$ cat src/sv/assert_macros.svh
// Assertion macros shared by the cipher RTL.
`ifndef ASSERT_MACROS_SVH
`define ASSERT_MACROS_SVH

// Property checked on every rising clk_i edge, off while rst_ni is low.
`define CSCBC_ASSERT(name, prop) \
  name: assert property (@(posedge clk_i) disable iff (!rst_ni) prop) \
    else $error("cscbc check failed");

// Condition that must never be true.
`define CSCBC_NEVER(name, cond) `CSCBC_ASSERT(name, !(cond))

`endif

$ cat src/sv/cscbc_pkg.sv
// Shared types, tables and round functions of the CBC block cipher.
package cscbc_pkg;

  localparam int unsigned NumSubkeys = 9;
  localparam int unsigned NumRounds  = 8;

  typedef enum logic [1:0] {
    CFG_KEY_FIRST   = 2'd0,
    CFG_KEY_SECOND  = 2'd1,
    CFG_INIT_VECTOR = 2'd2
  } cfg_reg_e;

  typedef logic [NumSubkeys-1:0][63:0] rkeys_t;

  typedef struct packed {
    logic busy;
    logic done;
  } ks_stat_t;

  localparam logic [7:0] PERM [256] = '{
    8'h29,8'h0d,8'h61,8'h40,8'h9c,8'heb,8'h9e,8'h8f,8'h1f,8'h85,8'h5f,8'h58,8'h5b,8'h01,8'h39,8'h86,
    8'h97,8'h2e,8'hd7,8'hd6,8'h35,8'hae,8'h17,8'h16,8'h21,8'hb6,8'h69,8'h4e,8'ha5,8'h72,8'h87,8'h08,
    8'h3c,8'h18,8'he6,8'he7,8'hfa,8'had,8'hb8,8'h89,8'hb7,8'h00,8'hf7,8'h6f,8'h73,8'h84,8'h11,8'h63,
    8'h3f,8'h96,8'h7f,8'h6e,8'hbf,8'h14,8'h9d,8'hac,8'ha4,8'h0e,8'h7e,8'hf6,8'h20,8'h4a,8'h62,8'h30,
    8'h03,8'hc5,8'h4b,8'h5a,8'h46,8'ha3,8'h44,8'h65,8'h7d,8'h4d,8'h3d,8'h42,8'h79,8'h49,8'h1b,8'h5c,
    8'hf5,8'h6c,8'hb5,8'h94,8'h54,8'hff,8'h56,8'h57,8'h0b,8'hf4,8'h43,8'h0c,8'h4f,8'h70,8'h6d,8'h0a,
    8'he4,8'h02,8'h3e,8'h2f,8'ha2,8'h47,8'he0,8'hc1,8'hd5,8'h1a,8'h95,8'ha7,8'h51,8'h5e,8'h33,8'h2b,
    8'h5d,8'hd4,8'h1d,8'h2c,8'hee,8'h75,8'hec,8'hdd,8'h7c,8'h4c,8'ha6,8'hb4,8'h78,8'h48,8'h3a,8'h32,
    8'h98,8'haf,8'hc0,8'he1,8'h2d,8'h09,8'h0f,8'h1e,8'hb9,8'h27,8'h8a,8'he9,8'hbd,8'he3,8'h9f,8'h07,
    8'hb1,8'hea,8'h92,8'h93,8'h53,8'h6a,8'h31,8'h10,8'h80,8'hf2,8'hd8,8'h9b,8'h04,8'h36,8'h06,8'h8e,
    8'hbe,8'ha9,8'h64,8'h45,8'h38,8'h1c,8'h7a,8'h6b,8'hf3,8'ha1,8'hf0,8'hcd,8'h37,8'h25,8'h15,8'h81,
    8'hfb,8'h90,8'he8,8'hd9,8'h7b,8'h52,8'h19,8'h28,8'h26,8'h88,8'hfc,8'hd1,8'he2,8'h8c,8'ha0,8'h34,
    8'h82,8'h67,8'hda,8'hcb,8'hc7,8'h41,8'he5,8'hc4,8'hc8,8'hef,8'hdb,8'hc3,8'hcc,8'hab,8'hce,8'hed,
    8'hd0,8'hbb,8'hd3,8'hd2,8'h71,8'h68,8'h13,8'h12,8'h9a,8'hb3,8'hc2,8'hca,8'hde,8'h77,8'hdc,8'hdf,
    8'h66,8'h83,8'hbc,8'h8d,8'h60,8'hc6,8'h22,8'h23,8'hb2,8'h8b,8'h91,8'h05,8'h76,8'hcf,8'h74,8'hc9,
    8'haa,8'hf1,8'h99,8'ha8,8'h59,8'h50,8'h3b,8'h2a,8'hfe,8'hf9,8'h24,8'hb0,8'hba,8'hfd,8'hf8,8'h55
  };

  // c and c' mixing constants, one pair per constant step
  localparam logic [7:0] MIXC [16] = '{
    8'hb7,8'he1,8'h51,8'h62,8'h8a,8'hed,8'h2a,8'h6a,
    8'hbf,8'h71,8'h58,8'h80,8'h9c,8'hf4,8'hf3,8'hc7
  };

  localparam logic [2:0] PAIR_L [8] = '{3'd0,3'd4,3'd1,3'd5,3'd0,3'd1,3'd2,3'd3};
  localparam logic [2:0] PAIR_R [8] = '{3'd2,3'd6,3'd3,3'd7,3'd4,3'd5,3'd6,3'd7};

  localparam logic [7:0] MASK_EVEN = 8'h55;
  localparam logic [7:0] MASK_ODD  = 8'hAA;

  function automatic logic [7:0] sbox(input logic [7:0] x);
    return PERM[x];
  endfunction

  function automatic logic [7:0] rotl1(input logic [7:0] x);
    return {x[6:0], x[7]};
  endfunction

  // table row XORed into the previous subkey at schedule step s
  function automatic logic [63:0] key_row(input logic [3:0] s);
    logic [63:0] r;
    r = '0;
    for (int i = 0; i < 8; i++) begin
      r[63-8*i -: 8] = PERM[{1'b0, s, 3'(i)}];
    end
    return r;
  endfunction

  // forward mixing step, returns {left, right}
  function automatic logic [15:0] mix_fwd(input logic [7:0] l, input logic [7:0] r,
                                          input logic [7:0] cl, input logic [7:0] cr);
    logic [7:0] x;
    logic [7:0] rx;
    logic [7:0] y;
    x  = l ^ cl;
    rx = rotl1(x);
    y  = r ^ cr;
    return {sbox((rx & MASK_EVEN) ^ x ^ y), sbox(rx ^ y)};
  endfunction

  // inverse mixing step, returns {left, right}
  function automatic logic [15:0] mix_inv(input logic [7:0] l, input logic [7:0] r,
                                          input logic [7:0] cl, input logic [7:0] cr);
    logic [7:0] pr;
    logic [7:0] d;
    logic [7:0] xl;
    pr = sbox(r);
    d  = sbox(l) ^ pr;
    xl = (rotl1(d) & MASK_ODD) ^ d;
    return {xl ^ cl, rotl1(xl) ^ pr ^ cr};
  endfunction

  function automatic logic [63:0] fwd_round(input logic [63:0] w, input logic [63:0] k);
    logic [7:0] m [8];
    logic [7:0] kb [8];
    logic [63:0] res;
    for (int i = 0; i < 8; i++) begin
      m[i]  = w[63-8*i -: 8];
      kb[i] = k[63-8*i -: 8];
    end
    for (int i = 0; i < 4; i++) begin
      {m[2*i], m[2*i+1]} = mix_fwd(m[2*i], m[2*i+1], kb[2*i], kb[2*i+1]);
    end
    for (int i = 0; i < 8; i++) begin
      {m[PAIR_L[i]], m[PAIR_R[i]]} = mix_fwd(m[PAIR_L[i]], m[PAIR_R[i]],
                                             MIXC[4'(2*i)], MIXC[4'(2*i+1)]);
    end
    res = '0;
    for (int i = 0; i < 8; i++) begin
      res[63-8*i -: 8] = m[i];
    end
    return res;
  endfunction

  function automatic logic [63:0] inv_round(input logic [63:0] w, input logic [63:0] k);
    logic [7:0] m [8];
    logic [7:0] kb [8];
    logic [63:0] res;
    for (int i = 0; i < 8; i++) begin
      m[i]  = w[63-8*i -: 8];
      kb[i] = k[63-8*i -: 8];
    end
    for (int i = 7; i >= 0; i--) begin
      {m[PAIR_L[i]], m[PAIR_R[i]]} = mix_inv(m[PAIR_L[i]], m[PAIR_R[i]],
                                             MIXC[4'(2*i)], MIXC[4'(2*i+1)]);
    end
    for (int i = 0; i < 4; i++) begin
      {m[2*i], m[2*i+1]} = mix_inv(m[2*i], m[2*i+1], kb[2*i], kb[2*i+1]);
    end
    res = '0;
    for (int i = 0; i < 8; i++) begin
      res[63-8*i -: 8] = m[i];
    end
    return res;
  endfunction

endpackage

$ cat src/sv/cscbc_key_sched.sv
// Subkey generator: one subkey per cycle into the round key registers.
module cscbc_key_sched (
  input  logic                clk_i,
  input  logic                rst_ni,
  input  logic                start_i,
  input  logic [63:0]         key_first_i,
  input  logic [63:0]         key_second_i,
  output cscbc_pkg::ks_stat_t stat_o,
  output cscbc_pkg::rkeys_t   round_keys_o
);

  logic [3:0]        step_q;
  logic              busy_q;
  logic [63:0]       prev1_q;
  logic [63:0]       prev2_q;
  cscbc_pkg::rkeys_t rk_q;
  logic [63:0]       next_key;
  logic              last_step;

  assign last_step = (step_q == 4'(cscbc_pkg::NumSubkeys - 1));

  // byte permutation after the table row, then 8x8 bit transpose
  always_comb begin
    logic [63:0] row;
    logic [7:0]  p [8];
    logic [7:0]  t [8];
    row = cscbc_pkg::key_row(step_q);
    for (int i = 0; i < 8; i++) begin
      p[i] = cscbc_pkg::sbox(prev1_q[63-8*i -: 8] ^ row[63-8*i -: 8]);
    end
    for (int i = 0; i < 8; i++) begin
      for (int j = 0; j < 8; j++) begin
        t[i][7-j] = p[j][7-i];
      end
    end
    next_key = prev2_q;
    for (int i = 0; i < 8; i++) begin
      next_key[63-8*i -: 8] = prev2_q[63-8*i -: 8] ^ t[i];
    end
  end

  always_ff @(posedge clk_i or negedge rst_ni) begin
    if (!rst_ni) begin
      busy_q <= 1'b0;
      step_q <= '0;
    end else if (start_i) begin
      busy_q <= 1'b1;
      step_q <= '0;
    end else if (busy_q) begin
      busy_q <= !last_step;
      step_q <= step_q + 4'd1;
    end
  end

  always_ff @(posedge clk_i) begin
    if (start_i) begin
      prev2_q <= key_second_i;
      prev1_q <= key_first_i;
    end else if (busy_q) begin
      rk_q[step_q] <= next_key;
      prev2_q      <= prev1_q;
      prev1_q      <= next_key;
    end
  end

  assign stat_o.busy   = busy_q;
  assign stat_o.done   = busy_q && last_step;
  assign round_keys_o  = rk_q;

endmodule

$ cat src/sv/cscbc_round.sv
// One full cipher round, forward or inverse, shared over all eight rounds.
module cscbc_round (
  input  logic        decrypt_i,
  input  logic [63:0] state_i,
  input  logic [63:0] key_i,
  output logic [63:0] state_o
);

  always_comb begin
    if (decrypt_i) begin
      state_o = cscbc_pkg::inv_round(state_i, key_i);
    end else begin
      state_o = cscbc_pkg::fwd_round(state_i, key_i);
    end
  end

endmodule

$ cat src/sv/block_cipher_cbc_64.sv
// Top level: CS-Cipher 64-bit block engine in CBC mode.
//
//   channel  direction  handshake                 payload
//   cfg      in         cfg_valid_i/cfg_ready_o   cfg_index_i, cfg_data_i
//   in       in         in_valid_i/in_ready_o     operation_i, new_chain_i, data_block_i
//   out      out        out_valid_o/out_ready_i   result_block_o
//
// Timing: one round per clock on a shared round unit, the last round waiting
// until the result register is free; a new block is taken only after the last
// one has left the round unit. The first block after reset or a key write
// first runs the key schedule (one subkey per clock).
// Reset clears keys, IV and chain value to zero and marks the subkeys stale.
// A result that is not taken holds the last round; the input stays closed
// until the result register is free again. Config writes are always taken.
module block_cipher_cbc_64 (
  input  logic        clk_i,
  input  logic        rst_ni,
  // configuration write
  input  logic        cfg_valid_i,
  output logic        cfg_ready_o,
  input  logic [1:0]  cfg_index_i,
  input  logic [63:0] cfg_data_i,
  // input blocks
  input  logic        in_valid_i,
  output logic        in_ready_o,
  input  logic        operation_i,
  input  logic        new_chain_i,
  input  logic [63:0] data_block_i,
  // results
  output logic        out_valid_o,
  input  logic        out_ready_i,
  output logic [63:0] result_block_o
);

  `include "assert_macros.svh"

  typedef enum logic [1:0] {
    ST_IDLE,
    ST_KEYS,
    ST_ROUND
  } state_e;

  state_e state_q;

  // configuration registers
  logic [63:0] key_first_q;
  logic [63:0] key_second_q;
  logic [63:0] iv_q;
  logic        keys_valid_q;
  logic        key_wr;

  // block datapath
  logic [63:0] chain_q;
  logic [63:0] data_q;     // working state between rounds
  logic [63:0] blk_q;      // input block, next chain value when decrypting
  logic        dec_q;
  logic [2:0]  rnd_q;

  logic        out_valid_q;
  logic [63:0] out_q;

  // key schedule
  logic                ks_start;
  cscbc_pkg::ks_stat_t ks_stat;
  cscbc_pkg::rkeys_t   rkeys;

  // round unit
  logic [2:0]  key_sel;
  logic [63:0] round_in;
  logic [63:0] round_out;
  logic [63:0] last_key;
  logic [63:0] result;
  logic [63:0] chain_sel;
  logic        in_xfer;
  logic        last_rnd;
  logic        out_free;
  logic        res_load;

  assign cfg_ready_o = 1'b1;
  assign in_ready_o  = (state_q == ST_IDLE);
  assign in_xfer     = in_valid_i && in_ready_o;
  assign ks_start    = in_xfer && !keys_valid_q;
  assign chain_sel   = new_chain_i ? iv_q : chain_q;
  assign key_wr      = cfg_valid_i && cfg_ready_o &&
                       (cfg_index_i inside {cscbc_pkg::CFG_KEY_FIRST,
                                            cscbc_pkg::CFG_KEY_SECOND});

  assign last_key = rkeys[cscbc_pkg::NumSubkeys-1];
  assign last_rnd = (rnd_q == 3'(cscbc_pkg::NumRounds - 1));
  assign out_free = !out_valid_q || out_ready_i;
  assign res_load = (state_q == ST_ROUND) && last_rnd && out_free;

  // decryption walks the subkeys backwards and whitens before the first round
  assign key_sel  = dec_q ? ~rnd_q : rnd_q;
  assign round_in = (dec_q && (rnd_q == '0)) ? (data_q ^ last_key) : data_q;
  assign result   = dec_q ? (round_out ^ chain_q) : (round_out ^ last_key);

  cscbc_key_sched u_key_sched (
    .clk_i        (clk_i),
    .rst_ni       (rst_ni),
    .start_i      (ks_start),
    .key_first_i  (key_first_q),
    .key_second_i (key_second_q),
    .stat_o       (ks_stat),
    .round_keys_o (rkeys)
  );

  cscbc_round u_round (
    .decrypt_i (dec_q),
    .state_i   (round_in),
    .key_i     (rkeys[{1'b0, key_sel}]),
    .state_o   (round_out)
  );

  // configuration writes; a key write marks the subkeys stale
  always_ff @(posedge clk_i or negedge rst_ni) begin
    if (!rst_ni) begin
      key_first_q  <= '0;
      key_second_q <= '0;
      iv_q         <= '0;
      keys_valid_q <= 1'b0;
    end else begin
      if (cfg_valid_i && cfg_ready_o) begin
        case (cfg_index_i)
          cscbc_pkg::CFG_KEY_FIRST: begin
            key_first_q  <= cfg_data_i;
          end
          cscbc_pkg::CFG_KEY_SECOND: begin
            key_second_q <= cfg_data_i;
          end
          cscbc_pkg::CFG_INIT_VECTOR: begin
            iv_q <= cfg_data_i;
          end
          default: begin
          end
        endcase
      end
      if (key_wr) begin
        keys_valid_q <= 1'b0;
      end else if (ks_stat.done) begin
        keys_valid_q <= 1'b1;
      end
    end
  end

  // sequencer, chain value and result register
  always_ff @(posedge clk_i or negedge rst_ni) begin
    if (!rst_ni) begin
      state_q     <= ST_IDLE;
      rnd_q       <= '0;
      chain_q     <= '0;
      out_valid_q <= 1'b0;
    end else begin
      if (res_load) begin
        out_valid_q <= 1'b1;
      end else if (out_ready_i) begin
        out_valid_q <= 1'b0;
      end
      case (state_q)
        ST_IDLE: begin
          if (in_xfer) begin
            chain_q <= chain_sel;
            rnd_q   <= '0;
            state_q <= keys_valid_q ? ST_ROUND : ST_KEYS;
          end
        end
        ST_KEYS: begin
          if (ks_stat.done) begin
            state_q <= ST_ROUND;
          end
        end
        ST_ROUND: begin
          if (!last_rnd) begin
            rnd_q <= rnd_q + 3'd1;
          end else if (out_free) begin
            chain_q <= dec_q ? blk_q : result;
            state_q <= ST_IDLE;
          end
        end
        default: begin
          state_q <= ST_IDLE;
        end
      endcase
    end
  end

  always_ff @(posedge clk_i) begin
    if (in_xfer) begin
      data_q <= operation_i ? data_block_i : (data_block_i ^ chain_sel);
      blk_q  <= data_block_i;
      dec_q  <= operation_i;
    end else if (state_q == ST_ROUND && !last_rnd) begin
      data_q <= round_out;
    end
    if (res_load) begin
      out_q <= result;
    end
  end

  assign out_valid_o    = out_valid_q;
  assign result_block_o = out_q;

  `CSCBC_ASSERT(a_round_keys_valid, (state_q == ST_ROUND) |-> keys_valid_q)
  `CSCBC_ASSERT(a_keys_to_round, ks_stat.done |=> (state_q == ST_ROUND))
  `CSCBC_ASSERT(a_chain_held_in_keys, (state_q == ST_KEYS) |=> $stable(chain_q))
  `CSCBC_NEVER(a_sched_idle_in_round, ks_stat.busy && (state_q == ST_ROUND))

endmodule
$ cat config.mk
export PLATFORM = sky130hd
export DESIGN_NAME = block_cipher_cbc_64
export DESIGN_NICKNAME = d
export VERILOG_FILES = /design/src/sv/cscbc_pkg.sv /design/src/sv/cscbc_key_sched.sv /design/src/sv/cscbc_round.sv /design/src/sv/block_cipher_cbc_64.sv
export VERILOG_INCLUDE_DIRS = /design/src /design/src/sv
export SDC_FILE = /design/constraint.sdc
export NUM_CORES = 1
export LEC_CHECK = 0
export BUFFER_PORTS_ARGS = -buffer_cell sky130_fd_sc_hd__buf_2
export CAP_MARGIN = 10
export CELL_PAD_IN_SITES_DETAIL_PLACEMENT = 0
export CELL_PAD_IN_SITES_GLOBAL_PLACEMENT = 1
export CORE_ASPECT_RATIO = 0.9
export CORE_MARGIN = 10
export CORE_UTILIZATION = 16
export DETAILED_ROUTE_END_ITERATION = 12
export PLACE_DENSITY = 0.87
export SYNTH_ARGS = -nofsm -noshare
export SYNTH_HDL_FRONTEND = slang
export SYNTH_SLANG_ARGS = --single-unit
$ cat constraint.sdc
create_clock -name clk_i -period 4.8 [get_ports clk_i]
set_clock_uncertainty 0.1 [all_clocks]
set_input_delay 0.72 -clock clk_i [delete_from_list [all_inputs] [get_ports clk_i]]
set_output_delay 0.72 -clock clk_i [all_outputs]
set_load 0.01 [all_outputs]
### Word-level counts from Yosys, hierarchy flattened

Cells that the tools add are included.

| operators by class | value |
|---|---|
| reduce and logical (&&, ||, !) cells | 19 |
| $lt $le $gt $ge | 0 |
| equal/unequal tests | 10 |
| bitwise operators | 0 |
| div/mod/pow operators | 0 |
| $add $sub $neg | 2 |
| multiply operators | 0 |
| shift-type cells | 0 |
| mux-type cells | 17 |

Operators with widths:

| cell | number |
|---|---|
| 2-bit 2-to-1 mux | 5 |
| 2-bit nonzero test | 5 |
| 4-bit 2-to-1 mux | 2 |
| 2-bit != test, second input constant | 4 |
| 1-bit logical AND | 6 |
| 1-bit 2-to-1 mux | 6 |
| 3-bit 2-to-1 mux | 2 |
| 2-bit case mux with 3 select lines | 1 |
| 3-bit case mux with 2 select lines | 1 |
| 4-bit by 1-bit adder with 4-bit output, second input constant | 1 |
| 2-bit by 1-bit equality test with 1-bit output, second input constant | 2 |
| 4-bit equality test, second input constant | 1 |
| 2-bit zero test | 2 |
| 4-bit AND reduction | 1 |
| 3-bit by 1-bit adder with 3-bit output, second input constant | 1 |
| 3-bit equality test, second input constant | 1 |
| 1-bit zero test | 3 |
| 3-bit AND reduction | 1 |
| 2-bit equality test, second input constant | 1 |
| 2-bit by 1-bit != test with 1-bit output, second input constant | 1 |
| 1-bit logical OR | 1 |

| word-level totals | value |
|---|---|
| output and inout port bits | 67 |
| RAM bits | 0 |
| memories | 0 |
| register bits after elaboration | 12 |
| ROM bits | 0 |
| bits in latches | 0 |
| logic and storage cells | 54 |

### Longest topological paths before layout

Gate-level depths: netlist of run 1.

| logic depth | value |
|---|---|
| depth after elaboration | 5 |
| mapped depth | 5 |

### By module

Synthesis of run 1 repeated with hierarchy kept, for this count alone.

| unflattened totals | value |
|---|---|
| cells, all modules | 7680 |
| area, all modules | 77929.7 um2 |

Modules (own cells, without submodules):

| module | area each (um2) | cells each | instances |
|---|---|---|---|
| cscbc_key_sched | 46553.4 | 4694 | 1 |
| block_cipher_cbc_64 | 30892.1 | 2921 | 1 |
| cscbc_round | 484.2 | 65 | 1 |

### Least setup slack after synthesis of run 1

OpenSTA, ideal clock, no wires.

| timing | value |
|---|---|
| kind | register to register |
| start | register rnd_q[0] |
| end | register rnd_q[0] |
| required time | 4579 ps |
| setup slack | 3296 ps |
| cell stages (with the launch flop) | 5 |
| buffers on the path | 0 |
| arrival time | 1283 ps |
| library setup time | 121 ps |
| clock period less this slack | 1504 ps |
| cell sequence | dfrtp_1 > ha_1 > ha_1 > mux2_2 > a22o_1 |

| on the way | value |
|---|---|
| longest elaborated chain between the ends | 3 |
| elaborated cells between the ends (all ways) | 6 |
| classes of those cells | add/sub (1); eq/ne (2); mux (2); reduce/logical (1) |

Ends and longest elaborated chain:

| item | line | source |
|---|---|---|
| start: declaration | block_cipher_cbc_64.sv:57 | `logic [2:0] rnd_q;` |
| start signal: assignment | block_cipher_cbc_64.sv:174 | `rnd_q <= rnd_q + 3'd1;` |
| 3-bit by 1-bit adder with 3-bit output / 3-bit equality test (equally long branches) | block_cipher_cbc_64.sv:174, block_cipher_cbc_64.sv:89 |  |
| 3-bit 2-to-1 mux / 2-bit != test (equally long branches) | n/a |  |
| 3-bit case mux with 2 select lines / 3-bit AND reduction (equally long branches) | n/a |  |

Several ways; a longest one is shown, not always the timed one. The select of a mux whose other input is x is not followed.
A chain may end at the register's enable or synchronous reset.

### Final worst setup path of run 1

| timing | value |
|---|---|
| start | register state_q[1] |
| end | output in_ready_o |

| on the way | value |
|---|---|
| longest elaborated chain between the ends | 1 |

Ends and longest elaborated chain:

| item | line | source |
|---|---|---|
| start: declaration | block_cipher_cbc_64.sv:43 | `state_e state_q;` |
| start signal: assignment | block_cipher_cbc_64.sv:164 | `state_q <= keys_valid_q ? ST_ROUND : ST_KEYS;` |
| 2-bit zero test | n/a |  |
| end: declaration | block_cipher_cbc_64.sv:25 | `output logic in_ready_o,` |

Every way passes these cells.

==> flow_summary.toml, run 1 <==
[clock_network]
numCtsBuffers = 3
cts.repair.resized = 0
clock-root-buffer = "clkbuf_8"
clock_sinks = 12
htreeDepth = 1
clk_latency_ns = 0.25
hold_buffers = 0
clk_pin_slew_ns = 0.06
cts_tree = "yes"
postCtsSetupBuffers = 0
clockBufferDepth = 2

[grt]
grt_pass1_wl_mm = 2.76
gr-total-overflow = 0
antenna_found_initial = 0
grt_usage = 0.0319
grt_pass1_vias = 705
grt_max_degree = 13

[die]
dieArea_mm2 = 0.0106
fp-row-count = 28
start_util = 0.166
fp.dieH_um = 98.7
die_x_um = 107
fp.coreArea_mm2 = 0.00662
num_io_pins = 204

[layout]
layout-drive-gt1-share = 0.129
mostFrequentLayoutCell = "conb_1"
layout_common_cells = "conb_1 (65), dfrtp_1 (12), buf_2 (7)"
fin_nets = 274
areaGrowthSynthToFinish_pct = -4.43
n_antenna_cell = 0

[setup_path]
cp.arrival_ns = 1.00
cp_cell_sequence = "nor2_1 -> buf_2"
worstPathMaxFanout = 8
crit_path_max_incr_delay_ns = 0.45
slowest_stage = "dfrtp_1"
cp-end-kind = "output pin"
start_kind = "flip-flop"
required_ns = 3.98
worstSetupPathType = "reg -> out"

[sta]
fin_crit_sh = 0.379
rsz0062_at_grt = "false"
finalHoldViolations = 0
finalSetupViolCount = 0
layout_setup_ws_ns = 2.98
finalMaxSlewViolations = 0
fmax_mhz = 549
post-route-min-period_ns = 1.82
tns_ns = 0

[detailed_routing]
drc = 0
drt_iter0_drc = 11
drt-total-wl_mm = 1.90
vias = 633
drtAntennaViolNets = 0
wl_per_cell_um = 8.55
dr.pass1.iters = 3
viasPerCell = 2.85

[power]
powerDensity_mw_per_mm2 = 401
irDropWorstVdd_v = 0.0000870
leakagePower_nw = 0.590

[min_path]
hold_path.class = "in -> async"

[placed_design]
hpwl_mm = 1.62
port_buffers = 7
gp_congestion = 0.708
post-place-ws_ns = 3.23

[job]
maxCapViolCount = 0

[yosys]
synth_cells = 123
synth_seq_cells = 12
synthDistinctLibCells = 26
yosysTopAreaCell = "buf_4"
synth_area_leaders = "buf_4 (44%), dfrtp_1 (27%), ha_1 (4.5%)"
netlist_area_mm2 = 0.00110
synth-seq-area-share = 0.273
syn_area_per_cell_um2 = 8.95
yosysWarningCount = 0
synth_top_area_share = 0.443

[status]
status = "finished, final reports clean"
[registers in the layout, indices dropped and copies added, names as in the netlist]
signal / count
rnd_q: 3
u_key_sched.busy_q: 1
u_key_sched.step_q: 4
out_valid_o: 1
keys_valid_q: 1
state_q: 2
[report_power, final]
group	switching [mW]	leakage (nW)	internal [mW]
sequential	0.0404	0.152	0.137
clock	0.0408	0.0288	0.0727
combinational	0.0758	0.410	0.0549
[logic make-up (layout without fill, tap and decap cells)]
group                    count (synthesis)  in the layout  share of synthesized area
AO/OA/AOI/OAI                           14             14                     0.0898
XOR/XNOR                                 3              3                     0.0239
adder cells (fa/ha/maj)                  4              4                     0.0455
buffers and inverters                   70             16                      0.460
flip-flops                              12             12                      0.273
multiplexers                             2              2                     0.0193
other                                    2             65                    0.00682
AND/OR/NAND/NOR                         16             16                     0.0818
[area by class of cell]
cell class | count | area (um^2)
flip-flops and latches | 12 | 300
fillers | 726 | 5570
clock buffers | 4 | 55.1
inverters | 5 | 18.8
well taps | 90 | 113
multi-input cells | 104 | 531
repair buffers | 7 | 35.0
[worst paths after layout]
kind,start,to,slack (ns),cells after the start
max,state_q[1],in_ready_o,2.98,2
min,rst_ni,u_key_sched.step_q[0],0.24,1
max reg2reg,rnd_q[0],rnd_q[0],3.22,4
min reg2reg,rnd_q[2],rnd_q[2],0.45,1
max in group asynchronous,rst_ni,rnd_q[1],4.15,1
min in group clk_i,rnd_q[2],rnd_q[2],0.45,1
[critical path: cells and delay by family, from the launching register on]
family / cells / cell delay, ns
buffers and inverters: 1 / 0.15
DFF: 1 / 0.45
and+or+nand+nor: 1 / 0.16
[cell usage after synthesis, drive strengths merged]
master	number
buf	65
dfrtp	12
nor2	7
a22o	5
inv	5
ha	4
a21oi	3
o21ai	3
conb	2
nand2	2
xor2	2
a211oi	1
a21o	1
and2b	1
and3	1
and3b	1
and4b	1
mux2	1
mux2i	1
nand2b	1
nand4	1
nor2b	1
o21bai	1
xnor2	1
[metal layers]
| layer | vias up | GRT usage | part of all wire |
|---|---|---|---|
| li1 | 286 | - | - |
| met1 | 281 | 0.0370 | 0.45 |
| met2 | 61 | 0.0418 | 0.36 |
| met3 | 5 | 0.0124 | 0.15 |
| met4 | 0 | 0.0339 | 0.038 |
| met5 | - | 0 | 0 |
[stage by stage]
| step | total power, mW | hold slack [ns] | cells | instance area [um^2] | utilization |
|---|---|---|---|---|---|
| floorplan | 0.316 | 0.324 | 186 | 1340 | - |
| detailed placement | 0.308 | 0.435 | 218 | 997 | 0.151 |
| global route | 0.456 | 0.258 | 222 | 1050 | 0.159 |
| finish | 0.422 | 0.236 | 222 | 1050 | 0.159 |
| CTS | 0.425 | 0.242 | 222 | 1050 | 0.159 |
| global placement | 0.302 | 0.418 | 218 | 997 | 0.151 |
Power figures use the tool's default switching activity.
==> run 2, diff against run 1 <==
--- a/config.mk
+++ b/config.mk
@@ -6,15 +6,16 @@
 export SDC_FILE = /design/constraint.sdc
 export NUM_CORES = 1
 export LEC_CHECK = 0
+export ABC_AREA = 1
 export BUFFER_PORTS_ARGS = -buffer_cell sky130_fd_sc_hd__buf_2
 export CAP_MARGIN = 10
 export CELL_PAD_IN_SITES_DETAIL_PLACEMENT = 0
 export CELL_PAD_IN_SITES_GLOBAL_PLACEMENT = 1
 export CORE_ASPECT_RATIO = 0.9
 export CORE_MARGIN = 10
-export CORE_UTILIZATION = 16
+export CORE_UTILIZATION = 15
 export DETAILED_ROUTE_END_ITERATION = 12
-export PLACE_DENSITY = 0.87
+export PLACE_DENSITY = 0.82
 export SYNTH_ARGS = -nofsm -noshare
 export SYNTH_HDL_FRONTEND = slang
 export SYNTH_SLANG_ARGS = --single-unit
==> constraint.sdc (replaced) <==
create_clock -name clk_i -period 1.8 [get_ports clk_i]
set_clock_uncertainty 0.1 [all_clocks]
set_input_delay 0.27 -clock clk_i [delete_from_list [all_inputs] [get_ports clk_i]]
set_output_delay 0.27 -clock clk_i [all_outputs]
set_load 0.01 [all_outputs]
==> run 2 against run 1 <==
Against the previous run:
- sequential share of layout area decreased by 1.0 points
- routed wire length rose by 9.2%
- first-iteration DRC count rose by 120%
- sequential power grew to 2.6 times the previous value
- register-to-register slack got worse by 2.8 ns
- clock-buffer cell count unchanged
- synthesized cell count grew 13%
- via count increased by 1.1%
- flip-flop and latch count unchanged
- critical path type is now reg -> reg
- total power rose to 3.1 times the previous value
- cell count grew 9.0%
- worst hold slack worse by 0.11 ns
==> flow_summary.toml, run 2 <==
[grt]
antenna_found_initial = 0
use_met1 = 0.0395
grt_pass1_vias = 756
grt_use_met2 = 0.0495
grt_usage = 0.0357
busiest_layer = "met2"
grt_max_degree = 13
gr-total-overflow = 0
grt_pass1_wl_mm = 3.31
grt_use_met3 = 0.0322

[yosys]
synth_area_leaders = "buf_4 (43%), dfrtp_1 (27%), nand2_1 (6.3%)"
yosysWarningCount = 0
synth_flop_cell = "dfrtp_1"
netlist_top_cells_count = "buf_4 (65), nand2_1 (19), dfrtp_1 (12), inv_1 (11), ha_1 (4)"
syn_area_per_cell_um2 = 8.10
synth_edf_count = 0
synth_most_common_cell = "buf_4"
synth_cells = 139
yosysTopAreaCell = "buf_4"
async_reset_ff_frac = 1.00
synthDistinctLibCells = 23
synth_top_area_share = 0.433
synth-seq-area-share = 0.267
netlist_area_mm2 = 0.00113
synth_seq_cells = 12

[layout]
top_regs = "u_key_sched.step_q x4, rnd_q x3, state_q x2"
n_antenna_cell = 0
mostFrequentLayoutCell = "conb_1"
layout_common_cells = "conb_1 (65), nand2_1 (19), dfrtp_1 (12)"
largest_reg_flops = 4
largest_register = "u_key_sched.step_q"
fin_nets = 291
layout-drive-gt1-share = 0.148
finish.instance_area_mm2 = 0.00109
utilization = 0.152
areaGrowthSynthToFinish_pct = -3.11

[placed_design]
hpwl_mm = 1.83
port_buffers = 7
post-place-ws_ns = 0.431
gp_congestion = 0.711
placed_area_mm2 = 0.00103

[detailed_routing]
drc = 0
wl_per_cell_um = 8.57
drt-total-wl_mm = 2.07
dr.pass1.iters = 4
drt_iter0_drc = 24
vias = 640
viasPerCell = 2.64
drtAntennaViolNets = 0

[sta]
tns_ns = 0
finalMaxSlewViolations = 0
hold_slack_ns = 0.126
fmax_mhz = 726
layout_setup_ws_ns = 0.423
rsz0062_at_grt = "false"
post-route-min-period_ns = 1.38
finalSetupViolCount = 0
fin_crit_sh = 0.765
finalHoldViolations = 0

[power]
irDropWorstVdd_v = 0.000277
powerDensity_mw_per_mm2 = 1200
clockPowerShare = 0.224
power_frac_comb = 0.417
p_seq_frac = 0.359
switching_share = 0.415
p_sw_mw = 0.543
p_int_mw = 0.767
leakagePower_nw = 0.625

[die]
fp.coreArea_mm2 = 0.00718
die_x_um = 111
num_io_pins = 204
fp-row-count = 29
dieArea_mm2 = 0.0114
fp.dieH_um = 102
start_util = 0.157

[setup_path]
required_ns = 1.87
r2r-start = "rnd_q[0]"
path_common_cell = "ha_1"
crit_path_max_incr_delay_ns = 0.39
rr_worst_depth = 4
cp_cell_sequence = "ha_1 -> ha_1 -> or2_2 -> o21ai_2"
worstSetupPathType = "reg -> reg"
slowest_stage = "dfrtp_1"
setup.worst_path.start = "rnd_q[0]"
reg2reg_to = "rnd_q[0]"
cp.arrival_ns = 1.45
rrSetupSlack_ns = 0.42
start_kind = "flip-flop"
cp-end-kind = "flip-flop"
crit_end = "rnd_q[0]"
worstPathMaxFanout = 3

[clock_network]
htreeDepth = 1
clockBufferDepth = 2
numCtsBuffers = 3
postCtsSetupBuffers = 0
clock-root-buffer = "clkbuf_8"
clk_latency_ns = 0.24
cts.repair.resized = 0
clock_sinks = 12
clk_pin_slew_ns = 0.05
cts_tree = "yes"

[job]
maxCapViolCount = 0

[status]
status = "finished, final reports clean"

[min_path]
hold_path.class = "in -> reg"
-- run 2: cell types whose count changed after synthesis, sizes merged, moves of 2 or more --
cell and change:
a22o -5, o21ai +3, nor2 -2, nand2 +19, nand3 +3, inv +8, or2 +2, a21oi -2
-- run 2: critical path, delay by kind of cell, from the launching register on --
| kind | cells | cell delay (ns) |
|---|---|---|
| flip-flops | 1 | 0.39 |
| adder cells (fa/ha/maj) | 2 | 0.43 |
| AND/OR/NAND/NOR | 1 | 0.29 |
| AO/OA/AOI/OAI | 1 | 0.10 |
-- run 2: worst min-delay path by stage --
stage                           start            to  slack, ns  cells past startpoint
after floorplan                rst_ni  keys_valid_q      -0.13                      0
after global placement         rst_ni   out_valid_o       0.07                      1
after detailed placement       rst_ni   out_valid_o       0.07                      1
after CTS                 cfg_valid_i  keys_valid_q       0.12                      2
after global routing      cfg_valid_i  keys_valid_q       0.13                      2
final                     cfg_valid_i  keys_valid_q       0.13                      2
-- run 2: cell type report --
type,count,area (um^2)
flip-flops and latches,12,300
repair buffers,8,45.0
inverters,13,48.8
multi-input cells,112,526
well taps,93,116
clock buffers,4,55.1
fillers,833,6090
-- run 2: through the flow --
stage	power, mW	instances
after global placement	1.00	237
after detailed placement	1.02	237
after floorplan	1.01	202
after CTS	1.33	242
final	1.31	242
after global routing	1.47	242
-- run 2: layer usage --
metal  vias up  wire length [um]
met5         -                 0
li1        313                 -
met3         2               309
met1       271               935
met2        54               817
met4         0                10
-- run 2: power by group through the flow --
stage               Sequential [mW]  Clock (mW)  Combinational, mW
detailed placement            0.473           0              0.546
floorplan                     0.454           0              0.556
global route                  0.490       0.325              0.653
finish                        0.470       0.293              0.547
global placement              0.468           0              0.533
CTS                           0.470       0.306              0.549
-- run 2: kinds of logic after synthesis --
logic type | after synthesis | synth area share
flip-flops | 12 | 0.267
XOR/XNOR | 1 | 0.00778
adder cells (fa/ha/maj) | 4 | 0.0444
AO/OA/AOI/OAI | 9 | 0.0478
AND/OR/NAND/NOR | 33 | 0.150
other | 2 | 0.00667
buffers and inverters | 78 | 0.477
-- run 2: what timing repair did --
item	CTS	global route
setup endpoints to repair	0	0
endpoints found under the hold margin	12	0
hold buffers	1	0
